## src/design/masg_pkg.sv

```systemverilog
`default_nettype none
// ----------------------------------------------------------------------------
// masg_pkg
// Shared types and constants of the multi-axis step generator.
// ----------------------------------------------------------------------------
package masg_pkg;

    localparam int COUNT_WIDTH_DEF = 24;
    localparam int AXES_DEF        = 4;
    // axes that have a count field in the request
    localparam int IN_AXES         = 4;
    localparam int DIR_WIDTH       = 4;

    typedef enum logic {
        FUNC_LOAD = 1'b0,
        FUNC_TICK = 1'b1
    } t_func;

    typedef struct packed {
        logic load;
        logic tick;
    } t_axis_cmd;

    typedef struct packed {
        logic pulse;
        logic left;
    } t_axis_stat;

endpackage
`default_nettype wire

```

## src/design/masg_in_if.sv

```systemverilog
`default_nettype none
// ----------------------------------------------------------------------------
// masg_in_if
// Request channel: a move load or a step tick.
// ----------------------------------------------------------------------------
interface masg_in_if #(
    parameter int COUNT_WIDTH = masg_pkg::COUNT_WIDTH_DEF
);
    logic                           valid;
    logic                           ready;
    logic                           func;
    logic [COUNT_WIDTH-1:0]         count_x;
    logic [COUNT_WIDTH-1:0]         count_y;
    logic [COUNT_WIDTH-1:0]         count_z;
    logic [COUNT_WIDTH-1:0]         count_e;
    logic [COUNT_WIDTH-1:0]         tick_total;
    logic [masg_pkg::DIR_WIDTH-1:0] dir_bits;

    modport source (
        output valid, func, count_x, count_y, count_z, count_e, tick_total, dir_bits,
        input  ready
    );
    modport sink (
        input  valid, func, count_x, count_y, count_z, count_e, tick_total, dir_bits,
        output ready
    );
endinterface
`default_nettype wire

```

## src/design/masg_out_if.sv

```systemverilog
`default_nettype none
// ----------------------------------------------------------------------------
// masg_out_if
// Result channel: step pulses and move status for each request.
// ----------------------------------------------------------------------------
interface masg_out_if #(
    parameter int COUNT_WIDTH = masg_pkg::COUNT_WIDTH_DEF
);
    logic                           valid;
    logic                           ready;
    logic                           pulse_x;
    logic                           pulse_y;
    logic                           pulse_z;
    logic                           pulse_e;
    logic [masg_pkg::DIR_WIDTH-1:0] dir_out;
    logic                           busy_res;
    logic                           move_done;
    logic [COUNT_WIDTH-1:0]         tick_index;

    modport source (
        output valid, pulse_x, pulse_y, pulse_z, pulse_e, dir_out, busy_res, move_done,
               tick_index,
        input  ready
    );
    modport sink (
        input  valid, pulse_x, pulse_y, pulse_z, pulse_e, dir_out, busy_res, move_done,
               tick_index,
        output ready
    );
endinterface
`default_nettype wire

```

## src/design/masg_axis.sv

```systemverilog
`default_nettype none
// ----------------------------------------------------------------------------
// masg_axis
// One Bresenham axis: error accumulator, remaining steps and step decision.
// ----------------------------------------------------------------------------
module masg_axis #(
    parameter int COUNT_WIDTH = masg_pkg::COUNT_WIDTH_DEF
) (
    input  wire logic                   i_clk,
    input  wire logic                   i_rst_n,
    input  wire masg_pkg::t_axis_cmd    i_cmd,
    input  wire logic [COUNT_WIDTH-1:0] i_count,
    input  wire logic [COUNT_WIDTH-1:0] i_total,
    output masg_pkg::t_axis_stat        o_stat
);

    localparam int ERR_WIDTH = COUNT_WIDTH + 2;

    logic [COUNT_WIDTH-1:0] r_rem;
    logic [COUNT_WIDTH-1:0] r_count;
    logic [ERR_WIDTH-1:0]   r_err;
    // total minus count, so the step branch is a single add
    logic [ERR_WIDTH-1:0]   r_diff;

    logic [COUNT_WIDTH-1:0] n_rem;
    logic [ERR_WIDTH-1:0]   w_sub;
    logic [ERR_WIDTH-1:0]   w_half;
    logic [ERR_WIDTH-1:0]   w_preset;
    logic                   w_has;
    logic                   w_neg;
    logic                   w_step;

    assign w_has    = (r_rem != '0);
    assign w_sub    = r_err - {2'b00, r_count};
    assign w_neg    = w_sub[ERR_WIDTH-1];
    assign w_step   = i_cmd.tick && w_has && w_neg;
    assign n_rem    = w_step ? (r_rem - 1'b1) : r_rem;
    assign w_half   = {3'b000, i_total[COUNT_WIDTH-1:1]};
    assign w_preset = {ERR_WIDTH{1'b0}} - w_half;

    assign o_stat.pulse = w_step;
    assign o_stat.left  = (n_rem != '0);

    always_ff @(posedge i_clk) begin
        if (!i_rst_n) begin
            r_rem   <= '0;
            r_count <= '0;
            r_err   <= '0;
            r_diff  <= '0;
        end else if (i_cmd.load) begin
            r_rem   <= i_count;
            r_count <= i_count;
            r_err   <= w_preset;
            r_diff  <= {2'b00, i_total} - {2'b00, i_count};
        end else if (i_cmd.tick && w_has) begin
            r_err   <= w_neg ? (r_err + r_diff) : w_sub;
            r_rem   <= n_rem;
        end
    end

endmodule
`default_nettype wire

```

## src/design/masg_skid.sv

```systemverilog
`default_nettype none
// ----------------------------------------------------------------------------
// masg_skid
// Output register with a skid entry; ready upstream is a register.
// ----------------------------------------------------------------------------
module masg_skid #(
    parameter int WIDTH = 8
) (
    input  wire logic             i_clk,
    input  wire logic             i_rst_n,
    input  wire logic             i_valid,
    output logic                  o_ready,
    input  wire logic [WIDTH-1:0] i_data,
    output logic                  o_valid,
    input  wire logic             i_ready,
    output logic      [WIDTH-1:0] o_data
);

    logic             r_out_valid;
    logic [WIDTH-1:0] r_out_data;
    logic             r_skid_valid;
    logic [WIDTH-1:0] r_skid_data;
    logic             w_in_fire;
    logic             w_out_fire;

    assign o_ready    = !r_skid_valid;
    assign o_valid    = r_out_valid;
    assign o_data     = r_out_data;
    assign w_in_fire  = i_valid && !r_skid_valid;
    assign w_out_fire = r_out_valid && i_ready;

    always_ff @(posedge i_clk) begin
        if (!i_rst_n) begin
            r_out_valid  <= 1'b0;
            r_skid_valid <= 1'b0;
        end else if (!r_out_valid || w_out_fire) begin
            if (r_skid_valid) begin
                r_out_valid  <= 1'b1;
                r_out_data   <= r_skid_data;
                r_skid_valid <= 1'b0;
            end else begin
                r_out_valid  <= w_in_fire;
                r_out_data   <= i_data;
            end
        end else if (w_in_fire) begin
            r_skid_valid <= 1'b1;
            r_skid_data  <= i_data;
        end
    end

endmodule
`default_nettype wire

```

## src/design/multi_axis_step_generator_core.sv

```systemverilog
`default_nettype none
// ----------------------------------------------------------------------------
// multi_axis_step_generator_core
// Multi-axis Bresenham step generator.
// ----------------------------------------------------------------------------
// Usage:
//   i_in carries requests. func = load presets a move from the per-axis
//   counts, tick_total and dir_bits; a zero total cancels any move. func =
//   tick advances the active move by one step period. Each request yields
//   exactly one result on o_out: the pulses of the tick, the latched
//   directions, busy after the request, done when the tick ended the move,
//   and the tick index within the move.
//   The result is registered in the output register. One request is accepted
//   per cycle while i_in.ready is high; each tick is a subtract, sign test
//   and add per axis, done in parallel in the axis units.
//   The result register is backed by a skid entry: while the receiver stalls
//   one more request is taken, then i_in.ready drops until the output drains.
//   Synchronous reset clears the move state (idle, directions and tick
//   count zero) and empties the output; no result is pending after reset.
// ----------------------------------------------------------------------------
module multi_axis_step_generator_core #(
    parameter int COUNT_WIDTH = masg_pkg::COUNT_WIDTH_DEF,
    parameter int AXES        = masg_pkg::AXES_DEF
) (
    input  wire logic i_clk,
    input  wire logic i_rst_n,
    masg_in_if.sink   i_in,
    masg_out_if.source o_out
);

    localparam int IN_AXES  = masg_pkg::IN_AXES;
    localparam int DIR_W    = masg_pkg::DIR_WIDTH;
    localparam int RES_W    = IN_AXES + DIR_W + 2 + COUNT_WIDTH;

    logic                   r_active;
    logic [DIR_W-1:0]       r_dir;
    logic [COUNT_WIDTH-1:0] r_tick;

    logic                   n_active;
    logic [DIR_W-1:0]       n_dir;
    logic [COUNT_WIDTH-1:0] n_tick;

    logic                   w_ready;
    logic                   w_accept;
    masg_pkg::t_func        w_func;
    logic                   w_load_go;
    logic                   w_null_go;
    logic                   w_tick_go;
    logic                   w_any_left;
    logic                   w_done;
    masg_pkg::t_axis_cmd    w_cmd;
    masg_pkg::t_axis_stat   w_stat  [AXES];
    logic [AXES-1:0]        w_left;
    logic [IN_AXES-1:0]     w_pulse;
    logic [COUNT_WIDTH-1:0] w_count_in [IN_AXES];
    logic [RES_W-1:0]       w_res;
    logic [RES_W-1:0]       w_res_out;

    assign w_count_in[0] = i_in.count_x;
    assign w_count_in[1] = i_in.count_y;
    assign w_count_in[2] = i_in.count_z;
    assign w_count_in[3] = i_in.count_e;

    assign i_in.ready = w_ready;
    assign w_accept   = i_in.valid && w_ready;
    assign w_func     = masg_pkg::t_func'(i_in.func);
    assign w_load_go  = w_accept && (w_func == masg_pkg::FUNC_LOAD) && (i_in.tick_total != '0);
    assign w_null_go  = w_accept && (w_func == masg_pkg::FUNC_LOAD) && (i_in.tick_total == '0);
    assign w_tick_go  = w_accept && (w_func == masg_pkg::FUNC_TICK) && r_active;

    assign w_cmd.load = w_load_go;
    assign w_cmd.tick = w_tick_go;

    genvar g;
    generate
        for (g = 0; g < AXES; g++) begin : g_axis
            logic [COUNT_WIDTH-1:0] w_cnt;
            if (g < IN_AXES) begin : g_fed
                assign w_cnt = w_count_in[g];
            end else begin : g_unfed
                assign w_cnt = '0;
            end
            masg_axis #(
                .COUNT_WIDTH (COUNT_WIDTH)
            ) u_axis (
                .i_clk   (i_clk),
                .i_rst_n (i_rst_n),
                .i_cmd   (w_cmd),
                .i_count (w_cnt),
                .i_total (i_in.tick_total),
                .o_stat  (w_stat[g])
            );
            assign w_left[g] = w_stat[g].left;
        end
        for (g = 0; g < IN_AXES; g++) begin : g_pulse
            if (g < AXES) begin : g_on
                assign w_pulse[g] = w_stat[g].pulse;
            end else begin : g_off
                assign w_pulse[g] = 1'b0;
            end
        end
    endgenerate

    assign w_any_left = |w_left;
    assign w_done     = w_tick_go && !w_any_left;

    always_comb begin
        n_active = r_active;
        n_dir    = r_dir;
        n_tick   = r_tick;
        if (w_load_go) begin
            n_active = 1'b1;
            n_dir    = i_in.dir_bits;
            n_tick   = '0;
        end else if (w_null_go) begin
            n_active = 1'b0;
        end else if (w_tick_go) begin
            n_active = w_any_left;
            n_tick   = r_tick + 1'b1;
        end
    end

    always_ff @(posedge i_clk) begin
        if (!i_rst_n) begin
            r_active <= 1'b0;
            r_dir    <= '0;
            r_tick   <= '0;
        end else begin
            r_active <= n_active;
            r_dir    <= n_dir;
            r_tick   <= n_tick;
        end
    end

    assign w_res = {w_pulse, n_dir, n_active, w_done, n_tick};

    masg_skid #(
        .WIDTH (RES_W)
    ) u_skid (
        .i_clk   (i_clk),
        .i_rst_n (i_rst_n),
        .i_valid (w_accept),
        .o_ready (w_ready),
        .i_data  (w_res),
        .o_valid (o_out.valid),
        .i_ready (o_out.ready),
        .o_data  (w_res_out)
    );

    assign o_out.pulse_e    = w_res_out[RES_W-1];
    assign o_out.pulse_z    = w_res_out[RES_W-2];
    assign o_out.pulse_y    = w_res_out[RES_W-3];
    assign o_out.pulse_x    = w_res_out[RES_W-4];
    assign o_out.dir_out    = w_res_out[COUNT_WIDTH+2+:DIR_W];
    assign o_out.busy_res   = w_res_out[COUNT_WIDTH+1];
    assign o_out.move_done  = w_res_out[COUNT_WIDTH];
    assign o_out.tick_index = w_res_out[COUNT_WIDTH-1:0];

endmodule
`default_nettype wire

```

## src/flat_wrapper.sv

```systemverilog
// flat-port wrapper written by rule: the top's interface ports become plain ports
module multi_axis_step_generator_core_flat 
#(
    parameter int COUNT_WIDTH = masg_pkg::COUNT_WIDTH_DEF,
    parameter int AXES        = masg_pkg::AXES_DEF
)
  (i_clk, i_rst_n, i_in_valid, i_in_func, i_in_count_x, i_in_count_y, i_in_count_z, i_in_count_e, i_in_tick_total, i_in_dir_bits, i_in_ready, o_out_valid, o_out_pulse_x, o_out_pulse_y, o_out_pulse_z, o_out_pulse_e, o_out_dir_out, o_out_busy_res, o_out_move_done, o_out_tick_index, o_out_ready);
  masg_in_if #(.COUNT_WIDTH(COUNT_WIDTH)) i_in_i ();
  masg_out_if #(.COUNT_WIDTH(COUNT_WIDTH)) o_out_i ();
  input  wire logic i_clk;
  input  wire logic i_rst_n;
  input wire logic [$bits(i_in_i.valid)-1:0] i_in_valid;
  input wire logic [$bits(i_in_i.func)-1:0] i_in_func;
  input wire logic [$bits(i_in_i.count_x)-1:0] i_in_count_x;
  input wire logic [$bits(i_in_i.count_y)-1:0] i_in_count_y;
  input wire logic [$bits(i_in_i.count_z)-1:0] i_in_count_z;
  input wire logic [$bits(i_in_i.count_e)-1:0] i_in_count_e;
  input wire logic [$bits(i_in_i.tick_total)-1:0] i_in_tick_total;
  input wire logic [$bits(i_in_i.dir_bits)-1:0] i_in_dir_bits;
  output wire logic [$bits(i_in_i.ready)-1:0] i_in_ready;
  output wire logic [$bits(o_out_i.valid)-1:0] o_out_valid;
  output wire logic [$bits(o_out_i.pulse_x)-1:0] o_out_pulse_x;
  output wire logic [$bits(o_out_i.pulse_y)-1:0] o_out_pulse_y;
  output wire logic [$bits(o_out_i.pulse_z)-1:0] o_out_pulse_z;
  output wire logic [$bits(o_out_i.pulse_e)-1:0] o_out_pulse_e;
  output wire logic [$bits(o_out_i.dir_out)-1:0] o_out_dir_out;
  output wire logic [$bits(o_out_i.busy_res)-1:0] o_out_busy_res;
  output wire logic [$bits(o_out_i.move_done)-1:0] o_out_move_done;
  output wire logic [$bits(o_out_i.tick_index)-1:0] o_out_tick_index;
  input wire logic [$bits(o_out_i.ready)-1:0] o_out_ready;
  assign i_in_i.valid = i_in_valid;
  assign i_in_i.func = i_in_func;
  assign i_in_i.count_x = i_in_count_x;
  assign i_in_i.count_y = i_in_count_y;
  assign i_in_i.count_z = i_in_count_z;
  assign i_in_i.count_e = i_in_count_e;
  assign i_in_i.tick_total = i_in_tick_total;
  assign i_in_i.dir_bits = i_in_dir_bits;
  assign i_in_ready = i_in_i.ready;
  assign o_out_valid = o_out_i.valid;
  assign o_out_pulse_x = o_out_i.pulse_x;
  assign o_out_pulse_y = o_out_i.pulse_y;
  assign o_out_pulse_z = o_out_i.pulse_z;
  assign o_out_pulse_e = o_out_i.pulse_e;
  assign o_out_dir_out = o_out_i.dir_out;
  assign o_out_busy_res = o_out_i.busy_res;
  assign o_out_move_done = o_out_i.move_done;
  assign o_out_tick_index = o_out_i.tick_index;
  assign o_out_i.ready = o_out_ready;
  multi_axis_step_generator_core #(.COUNT_WIDTH(COUNT_WIDTH), .AXES(AXES)) u_core (.i_clk(i_clk), .i_rst_n(i_rst_n), .i_in(i_in_i), .o_out(o_out_i));
endmodule
```

## config.mk

```make
export PLATFORM = sky130hd
export DESIGN_NAME = multi_axis_step_generator_core_flat
export DESIGN_NICKNAME = d
export VERILOG_FILES = /design/src/design/masg_pkg.sv /design/src/design/masg_in_if.sv /design/src/design/masg_out_if.sv /design/src/design/masg_axis.sv /design/src/design/masg_skid.sv /design/src/design/multi_axis_step_generator_core.sv /design/src/flat_wrapper.sv
export SDC_FILE = /design/constraint.sdc
export NUM_CORES = 2
export LEC_CHECK = 0
export BUFFER_PORTS_ARGS = -buffer_cell sky130_fd_sc_hd__buf_2
export CAP_MARGIN = 0
export CORE_MARGIN = 3
export CORE_UTILIZATION = 35
export CTS_CLUSTER_DIAMETER = 40
export DETAILED_ROUTE_END_ITERATION = 12
export GPL_TIMING_DRIVEN = 0
export HOLD_SLACK_MARGIN = 0.08
export PLACE_DENSITY = 0.5
export SYNTH_ARGS = -nofsm -noshare
export SYNTH_HDL_FRONTEND = slang
export SYNTH_SLANG_ARGS = --single-unit
```

## constraint.sdc

```tcl
create_clock -name i_clk -period 4.04 [get_ports i_clk]
set_input_delay 0.404 -clock i_clk [delete_from_list [all_inputs] [get_ports i_clk]]
set_output_delay 0.404 -clock i_clk [all_outputs]
set_load 0.01 [all_outputs]
```

== Word-level counts from Yosys, hierarchy flattened ==
Index checks and enable logic that the tools add are counted.

* Register bits after elaboration: 499
* Bits in latches: 0
* Memory bits (writable): 0
* Memory bits (read-only): 0
* Input bits: 129
* Output and inout port bits: 36
* Logic and storage cells: 116
* Memories kept: 0

* Add/sub/neg operators: 18
* $mul: 0
* Divide/modulo/power cells: 0
* $lt $le $gt $ge: 0
* Equal/unequal tests: 0
* Shift operators: 0
* Muxes and demuxes: 33
* Bitwise operators: 3
* Reductions and logical operators: 39

{| class="wikitable"
|+ Operators by type and width
! operator !! count
|-
| $mux W24 || 15
|-
| $mux W26 || 12
|-
| $reduce_bool A24 Y1 || 9
|-
| $add A26 B26 Y26 || 4
|-
| $sub A26 B24 Y26 || 4
|-
| $sub A24 B24 Y25 || 4
|-
| $sub A24 B1 Y24 const B || 4
|-
| $mux W34 || 1
|-
| $add A24 B1 Y24 const B || 1
|-
| $logic_not A24 Y1 || 1
|-
| $sub A1 B23 Y24 const A || 1
|-
| $logic_and A1 B1 Y1 || 17
|-
| $reduce_bool A2 Y1 || 4
|-
| $mux W1 || 4
|-
| $mux W4 || 1
|-
| $reduce_or A4 Y1 || 1
|-
| $logic_not A1 Y1 || 3
|-
| $not A1 Y1 || 3
|-
| $reduce_and A3 Y1 || 1
|-
| $reduce_and A2 Y1 || 1
|-
| $reduce_or A2 Y1 || 1
|-
| $logic_or A1 B1 Y1 || 1
|}

== Logic depth before layout (Yosys ltp) ==
* Word-level depth: 13
* Depth in mapped cells: 17
* Depth with buffers taken out: 16

== Modules after synthesis ==
A second synthesis with hierarchy kept.

* Cell total of the unflattened synthesis: 4757
* Area, all modules: 38704.6 µm²

{| class="wikitable"
|+ By module, submodules not included
! module !! instances !! cells each !! area an instance (µm²) !! sequential area each (µm²)
|-
| masg_axis at u_core.g_axis[0].u_axis ... || 2 || 1091 || 8403.1 || 1981.9
|-
| masg_axis at u_core.g_axis[2].u_axis || 1 || 1141 || 8790.9 || 1981.9
|-
| masg_axis at u_core.g_axis[3].u_axis || 1 || 1109 || 8717.1 || 1981.9
|-
| masg_skid || 1 || 116 || 2688.8 || 2082.0
|-
| multi_axis_step_generator_core || 1 || 209 || 1701.6 || 580.6
|}

== Least setup slack after synthesis ==
OpenSTA, ideal clock, no wires.

* Kind: reg-to-reg
* Start: register u_core.g_axis[3].u_axis.r_count[1]
* End: register u_core.u_skid.r_skid_data[25] (data pin)
* Library setup time: 0.273 ns
* Arrival: 3.748 ns
* Required time: 3.767 ns
* Setup slack: 0.019 ns
* Stages on the path, launching flop included: 16
* Buffers on the path: 0
* Path through: dfxtp_1 -> inv_1 -> ha_1 -> nor2b_1 -> o31a_1 -> o31a_1 -> o21ba_2 -> o21a_1 -> nor3_1 -> nor3_2 -> nor4_1 -> xor2_1 -> nor3b_1 -> or4bb_1 -> nor4_2 -> o31ai_1

* Word-level cells in the longest chain between the ends: 8

{| class="wikitable"
|+ Ends and longest elaborated chain
! what !! line !! text
|-
| start, declared || masg_axis.sv:20 || <nowiki>logic [COUNT_WIDTH-1:0] r_count;</nowiki>
|-
| start signal, assigned || masg_axis.sv:52 || <nowiki>r_count <= i_count;</nowiki>
|-
| $sub A26 B24 Y26 || masg_axis.sv:34 || <nowiki>assign w_sub = r_err - {2'b00, r_count};</nowiki>
|-
| $logic_and A1 B1 Y1 || masg_axis.sv:36 || <nowiki>assign w_step = i_cmd.tick && w_has && w_neg;</nowiki>
|-
| $mux W24 || masg_axis.sv:37 || <nowiki>assign n_rem = w_step ? (r_rem - 1'b1) : r_rem;</nowiki>
|-
| $reduce_bool A24 Y1 || masg_axis.sv:42 || <nowiki>assign o_stat.left = (n_rem != '0);</nowiki>
|-
| $reduce_or A4 Y1 || multi_axis_step_generator_core.sv:104 || <nowiki>assign w_any_left = |w_left;</nowiki>
|-
| $mux W1 || multi_axis_step_generator_core.sv:117 || <nowiki>end else if (w_tick_go) begin</nowiki>
|-
| $mux W1 || multi_axis_step_generator_core.sv:115 || <nowiki>end else if (w_null_go) begin</nowiki>
|-
| $mux W1 || multi_axis_step_generator_core.sv:111 || <nowiki>if (w_load_go) begin</nowiki>
|-
| via u_core.n_active || multi_axis_step_generator_core.sv:39 || <nowiki>logic n_active;</nowiki>
|-
| end signal, assigned || masg_skid.sv:47 || <nowiki>r_skid_data <= i_data;</nowiki>
|-
| end, declared || masg_skid.sv:22 || <nowiki>logic [WIDTH-1:0] r_skid_data;</nowiki>
|}

The timed path passes the listed nets, and every way through them passes these cells.
A chain may end at the register's enable or synchronous reset.

== Final worst setup path ==
* Start: register u_core.g_axis[2].u_axis.r_count[10]
* End: register u_core.u_skid.r_out_data[25], in the netlist u_core.u_skid.o_data[25] (data pin)

* Word-level cells in the longest chain between the ends: 9

{| class="wikitable"
|+ Ends and longest elaborated chain
! what !! line !! text
|-
| start, declared || masg_axis.sv:20 ||
|-
| start signal, assigned || masg_axis.sv:52 ||
|-
| $sub A26 B24 Y26 || masg_axis.sv:34 ||
|-
| $logic_and A1 B1 Y1 || masg_axis.sv:36 ||
|-
| $mux W24 || masg_axis.sv:37 ||
|-
| $reduce_bool A24 Y1 || masg_axis.sv:42 ||
|-
| $reduce_or A4 Y1 || multi_axis_step_generator_core.sv:104 ||
|-
| $mux W1 || multi_axis_step_generator_core.sv:117 ||
|-
| $mux W1 || multi_axis_step_generator_core.sv:115 ||
|-
| $mux W1 || multi_axis_step_generator_core.sv:111 ||
|-
| $mux W34 || masg_skid.sv:37 || <nowiki>if (r_skid_valid) begin</nowiki>
|-
| end signal, assigned || masg_skid.sv:39 || <nowiki>r_out_data <= r_skid_data;</nowiki>
|-
| end signal, assigned || masg_skid.sv:43 || <nowiki>r_out_data <= i_data;</nowiki>
|-
| end, declared || masg_skid.sv:20 || <nowiki>logic [WIDTH-1:0] r_out_data;</nowiki>
|}

Every way passes these cells.

==> summary.txt <==
total power: 21.7 mW
Hold Slack: 0.106 ns
ys flop type: dfxtp_1
cell count after synthesis: 4721
Max H-tree Level: 3
CP max stage delay: 0.46 ns
crit-path cells: inv_2 > ha_4 > a21o_1 > a211oi_4 > o2111a_2 > a21oi_4 > a21oi_4 > mux2i_4 > inv_2 > or3_4 > a21boi_2 > nand4_1 > and4b_2 > nand4bb_4 > nor4_4 > buf_6 > o41ai_4
die width: 327 um
switching power: 7.68 mW
RR Endpoint: u_core.u_skid.o_data[25]
Clk pwr share: 42.9%
Leakage: 18.7 nW
cts bufs inserted: 105
peak supply drop: 314 uV
vias per cell: 5.85
DRT iter0 DRCs: 4379
Syn. warnings: 0
status: finished with violations
DRC Markers: 0
worst r2r path cells: 17
gpl congestion: 1.01
Final Hold Vio Count: 0
Hold WC Path Type: in -> reg
Finished Layout Cells: 6612
setup TNS: -1.10 ns
ys async rst share: 0%
Mapped Area: 36100 um^2
syn_nets: 5164
count of final max-slew check failures: 11
die height: 327 um
DP Cell Count: 6260
Max clock buf depth: 3
WP data required: 4.45 ns
syn_area_per_cell: 7.64 um^2
Worst Path Arrival: 4.75 ns
Yosys cell types: 95
drt total wl: 179000 um
FP Rows: 117
Clk Latency, worst-skew pair: 0.69 ns
IO Pins: 165
sw frac: 35.4%
WP buf/inv: 3
Final setup viols: 7
Fmax: 230 MHz
worst relative slew slack: -0.553%
nets: 5591
share of total power in combinational logic: 31.2%
Critical Path Stages: 17
setup ws final: -0.302 ns
antenna violations before repair: 20
minimum clock period: 4.34 ns
critical path's slowest cell: mux2i_4
CTS Sinks: 495
Area Overhead vs Synth: 26.5%
RSZ-0062 raised after global routing: true
layout cells sized above 1: 15.5%
largest net degree at the start of global routing: 35
Worst Setup Start Kind: flip-flop
Synth top area share: 23.7%
core area: 102000 um^2
end point of the critical path: u_core.u_skid.o_data[25]
total of max-cap violations: 1
Worst Clk Skew: 0.0308 ns
PwrDens: 476 nW/um^2
total track usage: 32.1%
largest area contributor in the netlist: dfxtp_1
DP HPWL: 134000 um
CTS root buf: clkbuf_16
HP Start: i_in_count_x[0]
Seq pwr share: 25.9%
Critical Path Sink Type: flip-flop
Clock Pin Slew Worst Setup and Hold Paths: 0.05 ns
Vias: 38700
Register-to-Register Setup Slack: -0.30 ns
Max FO, Critical Path: 7
CP Class: reg -> reg
EDFF count, synth: 68
worst-margin pin slew: 1.51 ns
Initial DRT Pass Iterations: 6
top area cells in the synthesized netlist: dfxtp_1 24%, ha_1 10%, a21oi_1 6.7%
Initial Util: 35.4%
flops & latches, synth: 495
failing checks: capacitance limit, slew limit, setup timing
register area share after synthesis: 29.4%
reg2reg start: u_core.g_axis[2].u_axis.r_count[10]
CTS tree: done
die area: 107000 um^2
WL/cell: 27.0 um
first-pass GRT wire length: 250000 um
P_int: 14.0 mW
final antenna-violating net count: 0
number of global-route vias before repair: 35800
PortBufs: 163
Crit path max-delay family: compound AO/OA/AOI/OAI gates
GRT Residual Overflow: 0
launch point of the worst path: u_core.g_axis[2].u_axis.r_count[10]
fin crit share: 107%
==> worst min-delay path by stage <==
stage                                     endpoint  slack [ns]  cells past startpoint
6_report         u_core.g_axis[0].u_axis.r_diff[0]        0.11                      3
4_1_cts        u_core.g_axis[0].u_axis.r_count[18]        0.08                      3
2_1_floorplan    u_core.g_axis[0].u_axis.r_diff[3]        0.44                      2
3_5_place_dp   u_core.g_axis[2].u_axis.r_count[13]        0.45                      2
3_3_place_gp    u_core.g_axis[0].u_axis.r_count[4]        0.44                      2
5_1_grt           u_core.g_axis[1].u_axis.r_rem[4]        0.09                      3
==> worst reg2reg max path, delay by kind of cell, from the launching register on <==
family | cells | cell delay (ns)
flops | 1 | 0.33
compound gates | 7 | 1.44
buf+inv | 3 | 0.35
simple gates | 5 | 1.26
mux | 1 | 0.47
fa+ha+maj | 1 | 0.25
==> layout make-up <==
type                            count  area [um^2]
Antenna cell                        5         12.5
Multi-Input combinational cell   3738        25200
Clock inverter                     69          920
Clock buffer                      129         2870
Buffer                            196          952
Fill cell                       10400        56400
Tap cell                         1368         1710
Sequential cell                   495        10600
Timing Repair Buffer              323         2280
Inverter                          289         1100
==> what timing repair did <==
action | in CTS | in global routing
resized for setup | 241 | 192
setup buffers | 43 | 45
cloned | 0 | 1
endpoints found under the setup margin | 479 | 343
pin swaps | 58 | 69
hold buffers | 64 | 0
hold endpoints to repair | 90 | 0
==> Yosys cell counts, types with 68 or more instances <==
cell and number:
nor2_1 376, nand2_1 621, a21oi_1 482, ha_1 302, a31oi_1 84, nand3_1 114
edfxtp_1 68, o21ai_0 339, xor2_1 111, nor3_1 143, dfxtp_1 427, xnor2_1 175
clkbuf_1 181, a21o_1 98, inv_1 284
==> registers in the layout, indices dropped and copies added (netlist names) <==
signal and count:
u_core.g_axis.u_axis.r_count 96, u_core.g_axis.u_axis.r_diff 100, u_core.g_axis.u_axis.r_err 104, u_core.g_axis.u_axis.r_rem 96, u_core.r_active 1, u_core.r_dir 4
u_core.r_tick 24, u_core.u_skid.o_data 34, u_core.u_skid.o_valid 1, u_core.u_skid.r_skid_data 34, u_core.u_skid.r_skid_valid 1
==> power by group through the flow <==
stage / registers [mW] / logic, mW / clock network (mW)
global route: 5.64 / 7.26 / 9.63
finish: 5.61 / 6.77 / 9.32
global placement: 5.67 / 5.85 / 0
CTS: 5.58 / 6.32 / 9.38
detailed placement: 5.67 / 5.86 / 0
floorplan: 5.58 / 3.96 / 0
==> per-stage QoR <==
stage | instance area [um^2] | util [%] | setup WS [ns]
finish | 45600 | 44.7 | -0.302
global route | 45600 | 44.7 | -0.432
CTS | 44500 | 43.6 | -0.316
detailed placement | 38700 | 38.0 | -2.67
global placement | 38600 | 37.8 | -2.61
floorplan | 36100 | - | 0.0192
==> routing by layer <==
metal,global-route usage (%),wire (um)
met1,41.9,74000
met2,48.7,75400
met3,7.08,17200
met4,18.8,11900
met5,1.13,193
==> cells by family after synthesis <==
logic type / count (synthesis) / share of synthesized area (%)
AOI/OAI and AO/OA: 1426 / 24.4
buffers and inverters: 489 / 5.10
xor gates and xnor gates: 286 / 6.94
and+or+nand+nor: 1666 / 21.7
adders and majority gates: 314 / 11.1
DFF: 495 / 29.4
muxes: 45 / 1.33
==> placed cells by master, fill, tap and decap left out, types with 84 or more instances in the layout <==
| master | instances |
|---|---|
| a21oi_1 | 467 |
| nor2_1 | 367 |
| nor3_1 | 133 |
| nand2_1 | 611 |
| xor2_1 | 103 |
| nand3_1 | 101 |
| inv_1 | 270 |
| ha_1 | 278 |
| o21ai_0 | 321 |
| clkbuf_1 | 128 |
| buf_2 | 166 |
| buf_4 | 84 |
| dfxtp_1 | 409 |
| xnor2_1 | 166 |
| clkbuf_16 | 108 |
| a31oi_1 | 84 |
| a21o_1 | 98 |
(Power assumes the default switching activity.)
